`src/sv/pvsd_pkg.sv`:
```
`timescale 1ns / 1ps
`default_nettype none
// ----------------------------------------------------------------------------
// pvsd_pkg
// Shared widths and constants of the prefix varint stream decoder.
// ----------------------------------------------------------------------------
package pvsd_pkg;

    localparam int unsigned ByteW  = 8;
    localparam int unsigned ValueW = 60;
    localparam int unsigned CountW = 4;
    localparam int unsigned OwedW  = 3;

    typedef logic [ByteW-1:0]  t_byte;
    typedef logic [ValueW-1:0] t_value;
    typedef logic [CountW-1:0] t_count;
    typedef logic [OwedW-1:0]  t_owed;

    localparam t_byte MaskLen1 = 8'h7F;
    localparam t_byte MaskLen2 = 8'h3F;
    localparam t_byte MaskLen4 = 8'h1F;
    localparam t_byte MaskLen8 = 8'h0F;

    localparam t_count Len1 = 4'd1;
    localparam t_count Len2 = 4'd2;
    localparam t_count Len4 = 4'd4;
    localparam t_count Len8 = 4'd8;

    localparam t_owed Owed2 = 3'd1;
    localparam t_owed Owed4 = 3'd3;
    localparam t_owed Owed8 = 3'd7;

endpackage
`default_nettype wire

```
`src/sv/prefix_varint_stream_decoder_unit.sv`:
```
`timescale 1ns / 1ps
`default_nettype none
// ----------------------------------------------------------------------------
// prefix_varint_stream_decoder_unit
// Decodes a byte stream of prefix-length unsigned integers, one byte a cycle while no held result blocks a final byte.
//
// Input channel: i_in_valid / o_in_stall carry one byte per transaction.
// Output channel: o_out_valid / i_out_stall carry one decoded integer and its
// encoded length (1, 2, 4 or 8 bytes) per transaction.
// A byte is taken into an input register, then merged into the running value
// and, if it ends an integer, written to the result register, which drives
// the output channel. Throughput, set by the single register-to-register
// pass of the decode step, is one byte per cycle while no held result blocks
// a final byte.
// When the receiver stalls, a held result blocks only a byte that would
// produce another result; bytes that end no integer keep flowing, and one
// further byte waits in the input register. o_in_stall rises only when that
// register holds a byte that cannot move.
// Reset clears the length state, both valid flags and any partial integer;
// the next byte is treated as a first byte.
// ----------------------------------------------------------------------------
module prefix_varint_stream_decoder_unit (
    input  wire  logic                    i_clk,
    input  wire  logic                    i_rst_n,
    input  wire  logic                    i_in_valid,
    input  wire  pvsd_pkg::t_byte         i_in_byte,
    output logic                          o_in_stall,
    output logic                          o_out_valid,
    input  wire  logic                    i_out_stall,
    output pvsd_pkg::t_value              o_value,
    output pvsd_pkg::t_count              o_byte_count
);

    logic               r_in_valid;
    pvsd_pkg::t_byte    r_in_byte;
    pvsd_pkg::t_owed    r_owed;
    pvsd_pkg::t_value   r_partial;
    pvsd_pkg::t_count   r_total;
    logic               r_out_valid;
    pvsd_pkg::t_value   r_value;
    pvsd_pkg::t_count   r_count;

    pvsd_pkg::t_owed    n_owed;
    pvsd_pkg::t_value   n_partial;
    pvsd_pkg::t_count   n_total;
    logic               n_emit;
    pvsd_pkg::t_value   n_value;
    pvsd_pkg::t_count   n_count;
    pvsd_pkg::t_value   shifted;
    logic               advance;
    logic               in_take;

    assign shifted = {r_partial[pvsd_pkg::ValueW-pvsd_pkg::ByteW-1:0], r_in_byte};

    always_comb begin
        n_owed    = r_owed;
        n_partial = r_partial;
        n_total   = r_total;
        n_emit    = 1'b0;
        n_value   = shifted;
        n_count   = r_total;
        if (r_owed == '0) begin
            if (!r_in_byte[7]) begin
                n_emit  = 1'b1;
                n_value = pvsd_pkg::t_value'(r_in_byte & pvsd_pkg::MaskLen1);
                n_count = pvsd_pkg::Len1;
            end else if (!r_in_byte[6]) begin
                n_partial = pvsd_pkg::t_value'(r_in_byte & pvsd_pkg::MaskLen2);
                n_owed    = pvsd_pkg::Owed2;
                n_total   = pvsd_pkg::Len2;
            end else if (!r_in_byte[5]) begin
                n_partial = pvsd_pkg::t_value'(r_in_byte & pvsd_pkg::MaskLen4);
                n_owed    = pvsd_pkg::Owed4;
                n_total   = pvsd_pkg::Len4;
            end else begin
                n_partial = pvsd_pkg::t_value'(r_in_byte & pvsd_pkg::MaskLen8);
                n_owed    = pvsd_pkg::Owed8;
                n_total   = pvsd_pkg::Len8;
            end
        end else begin
            n_partial = shifted;
            n_owed    = r_owed - pvsd_pkg::t_owed'(1);
            n_emit    = (r_owed == pvsd_pkg::t_owed'(1));
        end
    end

    assign advance    = r_in_valid && (!n_emit || !r_out_valid || !i_out_stall);
    assign o_in_stall = r_in_valid && !advance;
    assign in_take    = i_in_valid && !o_in_stall;

    always_ff @(posedge i_clk) begin
        if (!i_rst_n) begin
            r_in_valid  <= 1'b0;
            r_owed      <= '0;
            r_partial   <= '0;
            r_total     <= '0;
            r_out_valid <= 1'b0;
        end else begin
            if (in_take) begin
                r_in_valid <= 1'b1;
                r_in_byte  <= i_in_byte;
            end else if (advance) begin
                r_in_valid <= 1'b0;
            end
            if (advance) begin
                r_owed    <= n_owed;
                r_partial <= n_partial;
                r_total   <= n_total;
            end
            if (advance && n_emit) begin
                r_out_valid <= 1'b1;
                r_value     <= n_value;
                r_count     <= n_count;
            end else if (!i_out_stall) begin
                r_out_valid <= 1'b0;
            end
        end
    end

    assign o_out_valid  = r_out_valid;
    assign o_value      = r_value;
    assign o_byte_count = r_count;

endmodule
`default_nettype wire

```
`config.mk`:
```
export PLATFORM = sky130hd
export DESIGN_NAME = prefix_varint_stream_decoder_unit
export DESIGN_NICKNAME = d
export VERILOG_FILES = /design/src/sv/pvsd_pkg.sv /design/src/sv/prefix_varint_stream_decoder_unit.sv
export SDC_FILE = /design/constraint.sdc
export NUM_CORES = 1
export LEC_CHECK = 0
export BUFFER_PORTS_ARGS = -buffer_cell sky130_fd_sc_hd__buf_2
export CAP_MARGIN = 25
export CORE_AREA = 2 2 92 94
export CTS_CLUSTER_DIAMETER = 50
export DETAILED_ROUTE_END_ITERATION = 10
export DIE_AREA = 0 0 94 96
export GPL_TIMING_DRIVEN = 0
export PLACE_DENSITY = 0.78
export SYNTH_ARGS = -nofsm -noshare
export SYNTH_HDL_FRONTEND = slang
export SYNTH_SLANG_ARGS = --single-unit
```
`constraint.sdc`:
```
create_clock -name i_clk -period 8.1 [get_ports i_clk]
set_input_delay 0.81 -clock i_clk [delete_from_list [all_inputs] [get_ports i_clk]]
set_output_delay 0.81 -clock i_clk [all_outputs]
set_load 0.02 [all_outputs]
```
Word-level counts from Yosys, hierarchy flattened:

Cells that the tools add are included.
W data, S select, Z words.

* register bits: 133
* logic and storage cells: 49
* input bits: 12
* output and inout port bits: 66

* multiplexer cells: 20
* equal/unequal tests: 3
* reduce and logical (&&, ||, !) cells: 17
* add/subtract/negate cells: 1

Operators by type and width (number)
* $mux W60: 2
* $mux W52: 2
* $mux W4: 4
* $mux W3: 4
* $mux W1: 6
* $mux W6: 1
* $reduce_and A2 Y1: 3
* $logic_not A1 Y1: 5
* $mux W5: 1
* $logic_and A1 B1 Y1: 4
* $eq A3 B1 Y1 const B: 1
* $logic_not A3 Y1: 1
* $reduce_and A3 Y1: 1
* $sub A3 B1 Y3 const B: 1
* $logic_or A1 B1 Y1: 2
* $ne A2 B1 Y1 const B: 1
* $ne A2 B2 Y1 const B: 1
* $reduce_bool A2 Y1: 1

Depth between registers and ports, before layout:

Gate-level depths: netlist of the first run.

* depth after elaboration: 11
* gate-level depth with buffers: 8
* gate-level depth less buffers: 6

Least setup slack after synthesis of the first run:

No wires, ideal clock.

* path kind: input-to-reg
* start point: input port i_out_stall
* end point: register r_count[0], in the netlist o_byte_count[0], enable pin
* library setup time: 0.486 ns
* data arrival time: 3.945 ns
* data required time: 7.614 ns
* path buffers: 1
* setup slack: 3.669 ns
* stages on the path: 5
* cells stage by stage: nand2_1 -> a211o_1 -> buf_4 -> nand2_1 -> nor2_1

* word-level cells in the longest chain between the ends: 5

RTL lines
* start: declaration: RTL line prefix_varint_stream_decoder_unit.sv:29 `input wire logic i_out_stall,`
* $logic_not A1 Y1
* $logic_or A1 B1 Y1: RTL line prefix_varint_stream_decoder_unit.sv:87 `assign advance = r_in_valid && (!n_emit || !r_out_valid || !i_out_stall);`
* $logic_and A1 B1 Y1: RTL line prefix_varint_stream_decoder_unit.sv:87
* $logic_and A1 B1 Y1: RTL line prefix_varint_stream_decoder_unit.sv:110 `if (advance && n_emit) begin`
* $reduce_and A2 Y1 (no line)
* end signal: assignment: RTL line prefix_varint_stream_decoder_unit.sv:113 `r_count <= n_count;`
* end: declaration: RTL line prefix_varint_stream_decoder_unit.sv:41 `pvsd_pkg::t_count r_count;`

No other way between the ends.
A chain may end at the register's enable or synchronous reset.

Final worst setup path of the first run:

* start point: register r_owed[0]
* end point: output port o_in_stall

* word-level cells in the longest chain between the ends: 8
* elaborated cells between the ends (all ways): 9
* those cells by class: eq/ne (1); mux (1); reduce/logical (7)

RTL lines
* start: declaration: RTL line prefix_varint_stream_decoder_unit.sv:36 `pvsd_pkg::t_owed r_owed;`
* start signal: assignment: RTL line prefix_varint_stream_decoder_unit.sv:106 `r_owed <= n_owed;`
* $eq A3 B1 Y1 / $logic_not A3 Y1 (equally long branches): RTL line prefix_varint_stream_decoder_unit.sv:83, prefix_varint_stream_decoder_unit.sv:62
* $mux W1 *: RTL line prefix_varint_stream_decoder_unit.sv:62 `if (r_owed == '0) begin`
* $logic_not A1 Y1 *: RTL line prefix_varint_stream_decoder_unit.sv:87
* $logic_or A1 B1 Y1 * (2 in a row): RTL line prefix_varint_stream_decoder_unit.sv:87
* $logic_and A1 B1 Y1 *: RTL line prefix_varint_stream_decoder_unit.sv:87
* $logic_not A1 Y1 *: RTL line prefix_varint_stream_decoder_unit.sv:88 `assign o_in_stall = r_in_valid && !advance;`
* $logic_and A1 B1 Y1 *: RTL line prefix_varint_stream_decoder_unit.sv:88
* end: declaration: RTL line prefix_varint_stream_decoder_unit.sv:27 `output logic o_in_stall,`

Mark *: on every way between the ends. The rest lies on a longest branch, timed or not.

==> impl_metrics.env, run 1 <==
export IMPL_vias=2896
export IMPL_via_per_inst=5.35
export IMPL_fin_nets=438
export IMPL_critical_path_depth=6
export IMPL_grt_antenna_before_repair=0
export IMPL_wl_mm=8.63
export IMPL_synth_edf_count=72
export IMPL_die_w_um=94
export IMPL_critPathKind="reg2out"
export IMPL_clock_sinks=132
export IMPL_clockRootBuffer="clkbuf_8"
export IMPL_ff2ff_setup_slack_ns=5.45
export IMPL_final_min_clock_period_ns=3.20
export IMPL_outcome="complete, no violations"
export IMPL_post_place_ws_ns=5.36
export IMPL_clock_fmax_ghz=0.313
export IMPL_cp_startpoint="r_owed[0]"
export IMPL_setup_ws_ns=4.90
export IMPL_synth_ff_latch_count=132
export IMPL_gp_congestion=0.786
export IMPL_fp_dieH_um=96
export IMPL_synth_common_cells="edfxtp_1, dfxtp_1, nor2b_1"
export IMPL_critPathArrivalTime_ns=2.39
export IMPL_finalInstanceArea_um2=5770
export IMPL_hold_viol=0
export IMPL_powerDensity_nw_per_um2=262
export IMPL_syn2layout_area_growth_pct=24.0
export IMPL_drcViolationCount=0
export IMPL_diodes=0
export IMPL_min_period_over_period_pct=39.5
export IMPL_ir_worst_vdd_uv=185
export IMPL_die_area_um2=9020
export IMPL_cts_hold_buf=0
export IMPL_utilization_pct=71.7
export IMPL_drt_pre_antenna_iters=4
export IMPL_crit_end="o_in_stall"
export IMPL_drive_gt1_share_pct=28.4
export IMPL_avgRoutedWirePerCell_um=16.0
export IMPL_synth_area_um2=4650
export IMPL_rows=33
export IMPL_slew_headroom_pct=48.6
export IMPL_cp_slowest_cell="a211oi_2"
export IMPL_synth_top_area_share_pct=46.5
export IMPL_grt_ovfl_total=0
export IMPL_htree_levels=4
export IMPL_p_leak_nw=2.23
export IMPL_hold_path_class="reg2reg"
export IMPL_grt_pass1_vias=2771
export IMPL_syn_inst=326
export IMPL_portBuffers=77
export IMPL_crit_fanout=8
export IMPL_drv_cap=0
export IMPL_r2r_end="o_value[44]"
export IMPL_yosys_area_top_type="edfxtp_1"
export IMPL_synth_main_ff_cell="edfxtp_1"
export IMPL_hpwlAfterDp_mm=5.56
export IMPL_cts_repair_resized=0
export IMPL_grt_max_degree=41
export IMPL_cp_end_kind="output port"
export IMPL_clk_path_buf_depth=2
export IMPL_yosysSeqAreaShare_pct=72.3
export IMPL_gr_usage_all_layers_pct=20.7
export IMPL_fin_skew_ns=0.00846
export IMPL_worst_r2r_path_depth=8
export IMPL_post_cts_buffers=0
export IMPL_cts_clk_slew_worst_paths_ns=0.06
export IMPL_dpl_cell_area_um2=5200
export IMPL_start_util_pct=57.8
export IMPL_tightest_slew_ns=0.770
export IMPL_synth_net_count=341
export IMPL_required_ns=7.29
export IMPL_rsz0062_at_grt="no"
export IMPL_yosysMostFrequentCell="edfxtp_1"
export IMPL_io_pins=78
export IMPL_reg2reg_from="r_owed[1]"
export IMPL_crit_path_cell_trace="inv_1, ha_1, nand2b_1, a211oi_2, and2_1, buf_2"
export IMPL_synth_cell_types=33
export IMPL_start_kind="register"
export IMPL_synth_async_reset_ratio_pct=0
export IMPL_cp_top_family="compound AO/OA/AOI/OAI gates"
export IMPL_cp_num_buf_inv=2
export IMPL_p_total_mw=1.51
export IMPL_fp_coreArea_um2=8050
export IMPL_drtIter0Drc=161
export IMPL_grt_pass1_wl_mm=13.8
export IMPL_setup_tns_ns=0
export IMPL_syn_area_per_cell_um2=14.3
export IMPL_clock_latency_ns=0.52
export IMPL_slew_violations=0
export IMPL_cts_tree="built"
export IMPL_numCtsBuffers=17
export IMPL_finalSetupViolations=0
export IMPL_slowest_delay_ns=0.49
export IMPL_ant_nets=0
export IMPL_ys_top_cells_by_area="edfxtp_1, dfxtp_1, a22o_1"
export IMPL_ys_warn_count=0
[worst min-delay path by stage]
stage | startpoint | endpoint | cells after the start
3_5_place_dp | r_partial[50] | r_partial[50] | 1
2_1_floorplan | r_in_byte[0] | o_value[0] | 0
5_1_grt | i_in_byte[0] | r_in_byte[0] | 1
4_1_cts | i_in_byte[5] | r_in_byte[5] | 1
3_3_place_gp | r_total[3] | r_total[3] | 2
6_report | r_total[2] | r_total[2] | 2
[tightest hold or removal path, delay by kind of cell (launching register included)]
kind | cells | cell delay, ns
and+or+nand+nor | 1 | 0.05
DFF | 1 | 0.31
AOI/OAI and AO/OA | 1 | 0.05
[metrics by stage]
stage,cells,hold WS (ns)
detailed placement,509,0.450
finish,541,0.457
global route,541,0.452
global placement,508,0.441
floorplan,326,0.426
CTS,541,0.444
[registers in the layout, summed over array words and instances (netlist names)]
signal and count:
r_in_valid 1, o_byte_count 4, r_total 3, o_out_valid 1, r_partial 52, r_owed 3
o_value 60, r_in_byte 8
[cell families after synthesis]
kind of cell | Yosys count | synth area share (%)
multiplexers | 2 | 0.430
buffers and inverters | 23 | 2.63
AO/OA/AOI/OAI | 69 | 11.9
AND/OR/NAND/NOR | 97 | 11.9
adder cells (fa/ha/maj) | 3 | 0.807
flip-flops | 132 | 72.3
[layout make-up]
type / instances / area [µm²]
Buffer: 20 / 111
Inverter: 3 / 11.3
Fill cell: 572 / 2280
Multi-Input combinational cell: 171 / 1180
Timing Repair Buffer: 78 / 405
Clock buffer: 17 / 414
Sequential cell: 132 / 3360
Tap cell: 105 / 131
Clock inverter: 15 / 158
[cell usage in the layout, fill, tap and decap left out, types with 2 or more instances in the layout]
cell and count:
nand2_1 12, bufinv_16 2, clkinvlp_4 4, a22o_1 45
nand3_1 12, nor2_1 5, a21oi_1 9, mux2i_1 2
clkbuf_1 10, edfxtp_1 72, nand3b_1 2, inv_1 3
dfxtp_1 60, clkinv_2 3, buf_2 81, nor2b_1 57
inv_6 3, clkbuf_16 16, nand2b_1 4, ha_1 3
clkinv_4 3, o21ai_0 5, buf_6 3, buf_4 2
[power by group]
group	switching (mW)	total (mW)	internal [mW]
Sequential	0.00548	0.720	0.714
Combinational	0.0447	0.0647	0.0200
Clock	0.290	0.729	0.439
Total	0.340	1.51	1.17
[per-layer routing]
metal	routed length, µm	part of all wire (%)	global-route usage (%)	up-vias
li1	-	-	-	1393
met1	3680	43	25.1	1422
met2	4470	52	35.1	71
met3	385	4.5	5.87	10
met4	104	1.2	8.94	0
met5	0	0	0	-
Power figures use the tool's default switching activity.
==> run 2, diff against run 1 <==
- ABC_AREA: unset -> 1
- CORE_AREA: 2 2 92 94 -> 2 2 104 106
- DIE_AREA: 0 0 94 96 -> 0 0 106 108
- PLACE_DENSITY: 0.78 -> 0.69
- clock period: 8.1 -> 2.9 ns (I/O delays scaled with it)
==> run 2 against run 1 <==
  * Critical path type is now reg2reg
  * Largest power group unchanged
  * Routed wire length rose by 21%
  * Critical endpoint is now o_value[38]
  * Total power rose to 3.0 times the previous value
  * Sequential share of layout area is 5.6 points lower
  * Setup slack lost 4.3 ns
  * Clock-buffer cell count is 3 higher
==> impl_metrics.env, run 2 <==
export IMPL_reg2reg_from="r_owed[0]"
export IMPL_fp_coreArea_um2=10200
export IMPL_finalSetupViolations=0
export IMPL_grt_antenna_before_repair=0
export IMPL_portBuffers=76
export IMPL_crit_path_cell_trace="inv_1, ha_1, nand2_2, nand2_1, and2_1, nand3_1, nor2_4, buf_16"
export IMPL_synth_main_ff_cell="edfxtp_1"
export IMPL_synth_async_reset_ratio_pct=0
export IMPL_synth_edf_count=72
export IMPL_synth_common_cells="nand2_1, edfxtp_1, inv_1, nor2_1, dfxtp_1"
export IMPL_die_w_um=106
export IMPL_clk_path_buf_depth=2
export IMPL_slew_violations=0
export IMPL_hold_viol=0
export IMPL_synth_top_area_share_pct=42.9
export IMPL_ff2ff_setup_slack_ns=0.61
export IMPL_cts_tree="built"
export IMPL_grt_pass1_vias=3575
export IMPL_r2r_end="o_value[38]"
export IMPL_drtIter0Drc=290
export IMPL_p_leak_nw=2.39
export IMPL_powerDensity_nw_per_um2=721
export IMPL_crit_fanout=27
export IMPL_yosysSeqAreaShare_pct=66.7
export IMPL_synth_ff_latch_count=132
export IMPL_die_area_um2=11400
export IMPL_drt_pre_antenna_iters=5
export IMPL_hold_path_class="in2reg"
export IMPL_ys_warn_count=0
export IMPL_min_from="i_out_stall"
export IMPL_p_total_mw=4.60
export IMPL_cp_num_buf_inv=2
export IMPL_yosys_area_top_type="edfxtp_1"
export IMPL_slew_headroom_pct=52.1
export IMPL_wl_mm=10.4
export IMPL_diodes=0
export IMPL_ant_nets=0
export IMPL_syn2layout_area_growth_pct=26.6
export IMPL_hold_depth=3
export IMPL_hold_path_end="o_out_valid"
export IMPL_yosysMostFrequentCell="nand2_1"
export IMPL_rsz0062_at_grt="no"
export IMPL_fin_nets=625
export IMPL_grt_max_degree=28
export IMPL_fin_skew_ns=0.00528
export IMPL_dpl_cell_area_um2=5660
export IMPL_grt_pass1_wl_mm=16.9
export IMPL_whs_ns=0.138
export IMPL_cp_slowest_cell="nor2_4"
export IMPL_clockRootBuffer="clkbuf_8"
export IMPL_start_kind="register"
export IMPL_grt_ovfl_total=0
export IMPL_synth_area_um2=5040
export IMPL_drcViolationCount=0
export IMPL_critical_path_depth=8
export IMPL_critPathKind="reg2reg"
export IMPL_fp_dieH_um=108
export IMPL_setup_tns_ns=0
export IMPL_final_min_clock_period_ns=2.29
export IMPL_gp_congestion=0.816
export IMPL_htree_levels=4
export IMPL_min_period_over_period_pct=79.1
export IMPL_post_cts_buffers=0
export IMPL_hpwlAfterDp_mm=6.82
export IMPL_cp_top_family="simple AND/OR/NAND/NOR gates"
export IMPL_rows=37
export IMPL_mostFrequentLayoutCell="buf_2"
export IMPL_synth_cell_types=20
export IMPL_gr_usage_all_layers_pct=19.3
export IMPL_via_per_inst=4.97
export IMPL_ir_worst_vdd_uv=377
export IMPL_tightest_slew_ns=0.717
export IMPL_io_pins=78
export IMPL_largest_register_ffs=60
export IMPL_syn_inst=504
export IMPL_cp_end_kind="register"
export IMPL_ys_top_cells_by_area="edfxtp_1, dfxtp_1, nand4_1"
export IMPL_required_ns=3.13
export IMPL_clock_fmax_ghz=0.436
export IMPL_drv_cap=0
export IMPL_critPathArrivalTime_ns=2.52
export IMPL_avgRoutedWirePerCell_um=13.7
export IMPL_vias=3770
export IMPL_cts_clk_slew_worst_paths_ns=0.06
export IMPL_layout_common_cells="buf_2, nand2_1, edfxtp_1, inv_1, nor2_1"
export IMPL_outcome="complete, no violations"
export IMPL_drive_gt1_share_pct=21.8
export IMPL_clock_sinks=132
export IMPL_slowest_delay_ns=0.60
export IMPL_synth_net_count=519
export IMPL_worst_r2r_path_depth=8
export IMPL_clock_latency_ns=0.52
export IMPL_start_util_pct=49.3
export IMPL_numCtsBuffers=17
export IMPL_finalInstanceArea_um2=6380
export IMPL_syn_area_per_cell_um2=10.0
run 2: cell count changes in the layout (fill, tap and decap cells not counted), sizes merged, moves of 42 or more:
cell	change
inv	+66
a21oi	+42
nand2	+66
nor2b	-57
nor2	+64
a22o	-45
nand4	+47
run 2: cell families after synthesis:
logic type	count (synthesis)	share of synthesized area [%]
and+or+nand+nor	208	18.5
AOI/OAI and AO/OA	56	5.56
buffers and inverters	105	8.51
DFF	132	66.7
adders and majority gates	3	0.744
run 2: final cells by class:
cell class | instances | area, µm²
inverter | 71 | 267
tap | 136 | 170
multi-input combinational | 267 | 1260
timing repair buffer | 87 | 526
buffer | 34 | 163
clock inverter | 12 | 203
fill | 817 | 3850
sequential | 132 | 3360
clock buffer | 20 | 435
run 2: worst max path at each step:
stage | start | end | slack (ns)
2_1_floorplan | r_owed[0] | o_byte_count[0] | 0.52
3_3_place_gp | i_rst_n | o_value[38] | -0.01
3_5_place_dp | i_rst_n | o_value[38] | 0.53
4_1_cts | r_owed[0] | o_value[38] | 0.59
5_1_grt | r_owed[0] | o_value[41] | 0.42
6_report | r_owed[0] | o_value[38] | 0.61
run 2: stage by stage:
step / utilization, % / setup slack [ns] / std cells
floorplan: - / 0.525 / 504
global placement: 54.8 / -0.0141 / 716
detailed placement: 55.3 / 0.529 / 718
CTS: 62.4 / 0.589 / 759
global route: 62.4 / 0.424 / 759
finish: 62.4 / 0.605 / 759
run 2: layer usage:
metal	up-vias	track usage [%]	part of all wire [%]
li1	1885	-	-
met1	1730	24.5	44
met2	132	31.1	48
met3	23	5.55	5.9
met4	0	8.55	2.2
met5	-	0	0
run 2: worst register-to-register path: cells and delay by family, from the launching register on:
family | cells | cell delay, ns
and+or+nand+nor | 5 | 1.09
buffers and inverters | 2 | 0.37
DFF | 1 | 0.31
adders and majority gates | 1 | 0.22
run 2: repair_timing:
action	in CTS	in global routing
gates resized for setup	0	0
hold buffers	9	0
hold endpoints to repair	9	0
run 2: power breakdown:
part | switching [mW] | internal (mW) | leakage (nW)
logic | 0.208 | 0.0851 | 0.931
registers | 0.0186 | 2.01 | 1.15
clock network | 0.773 | 1.51 | 0.309
total | 0.999 | 3.60 | 2.39
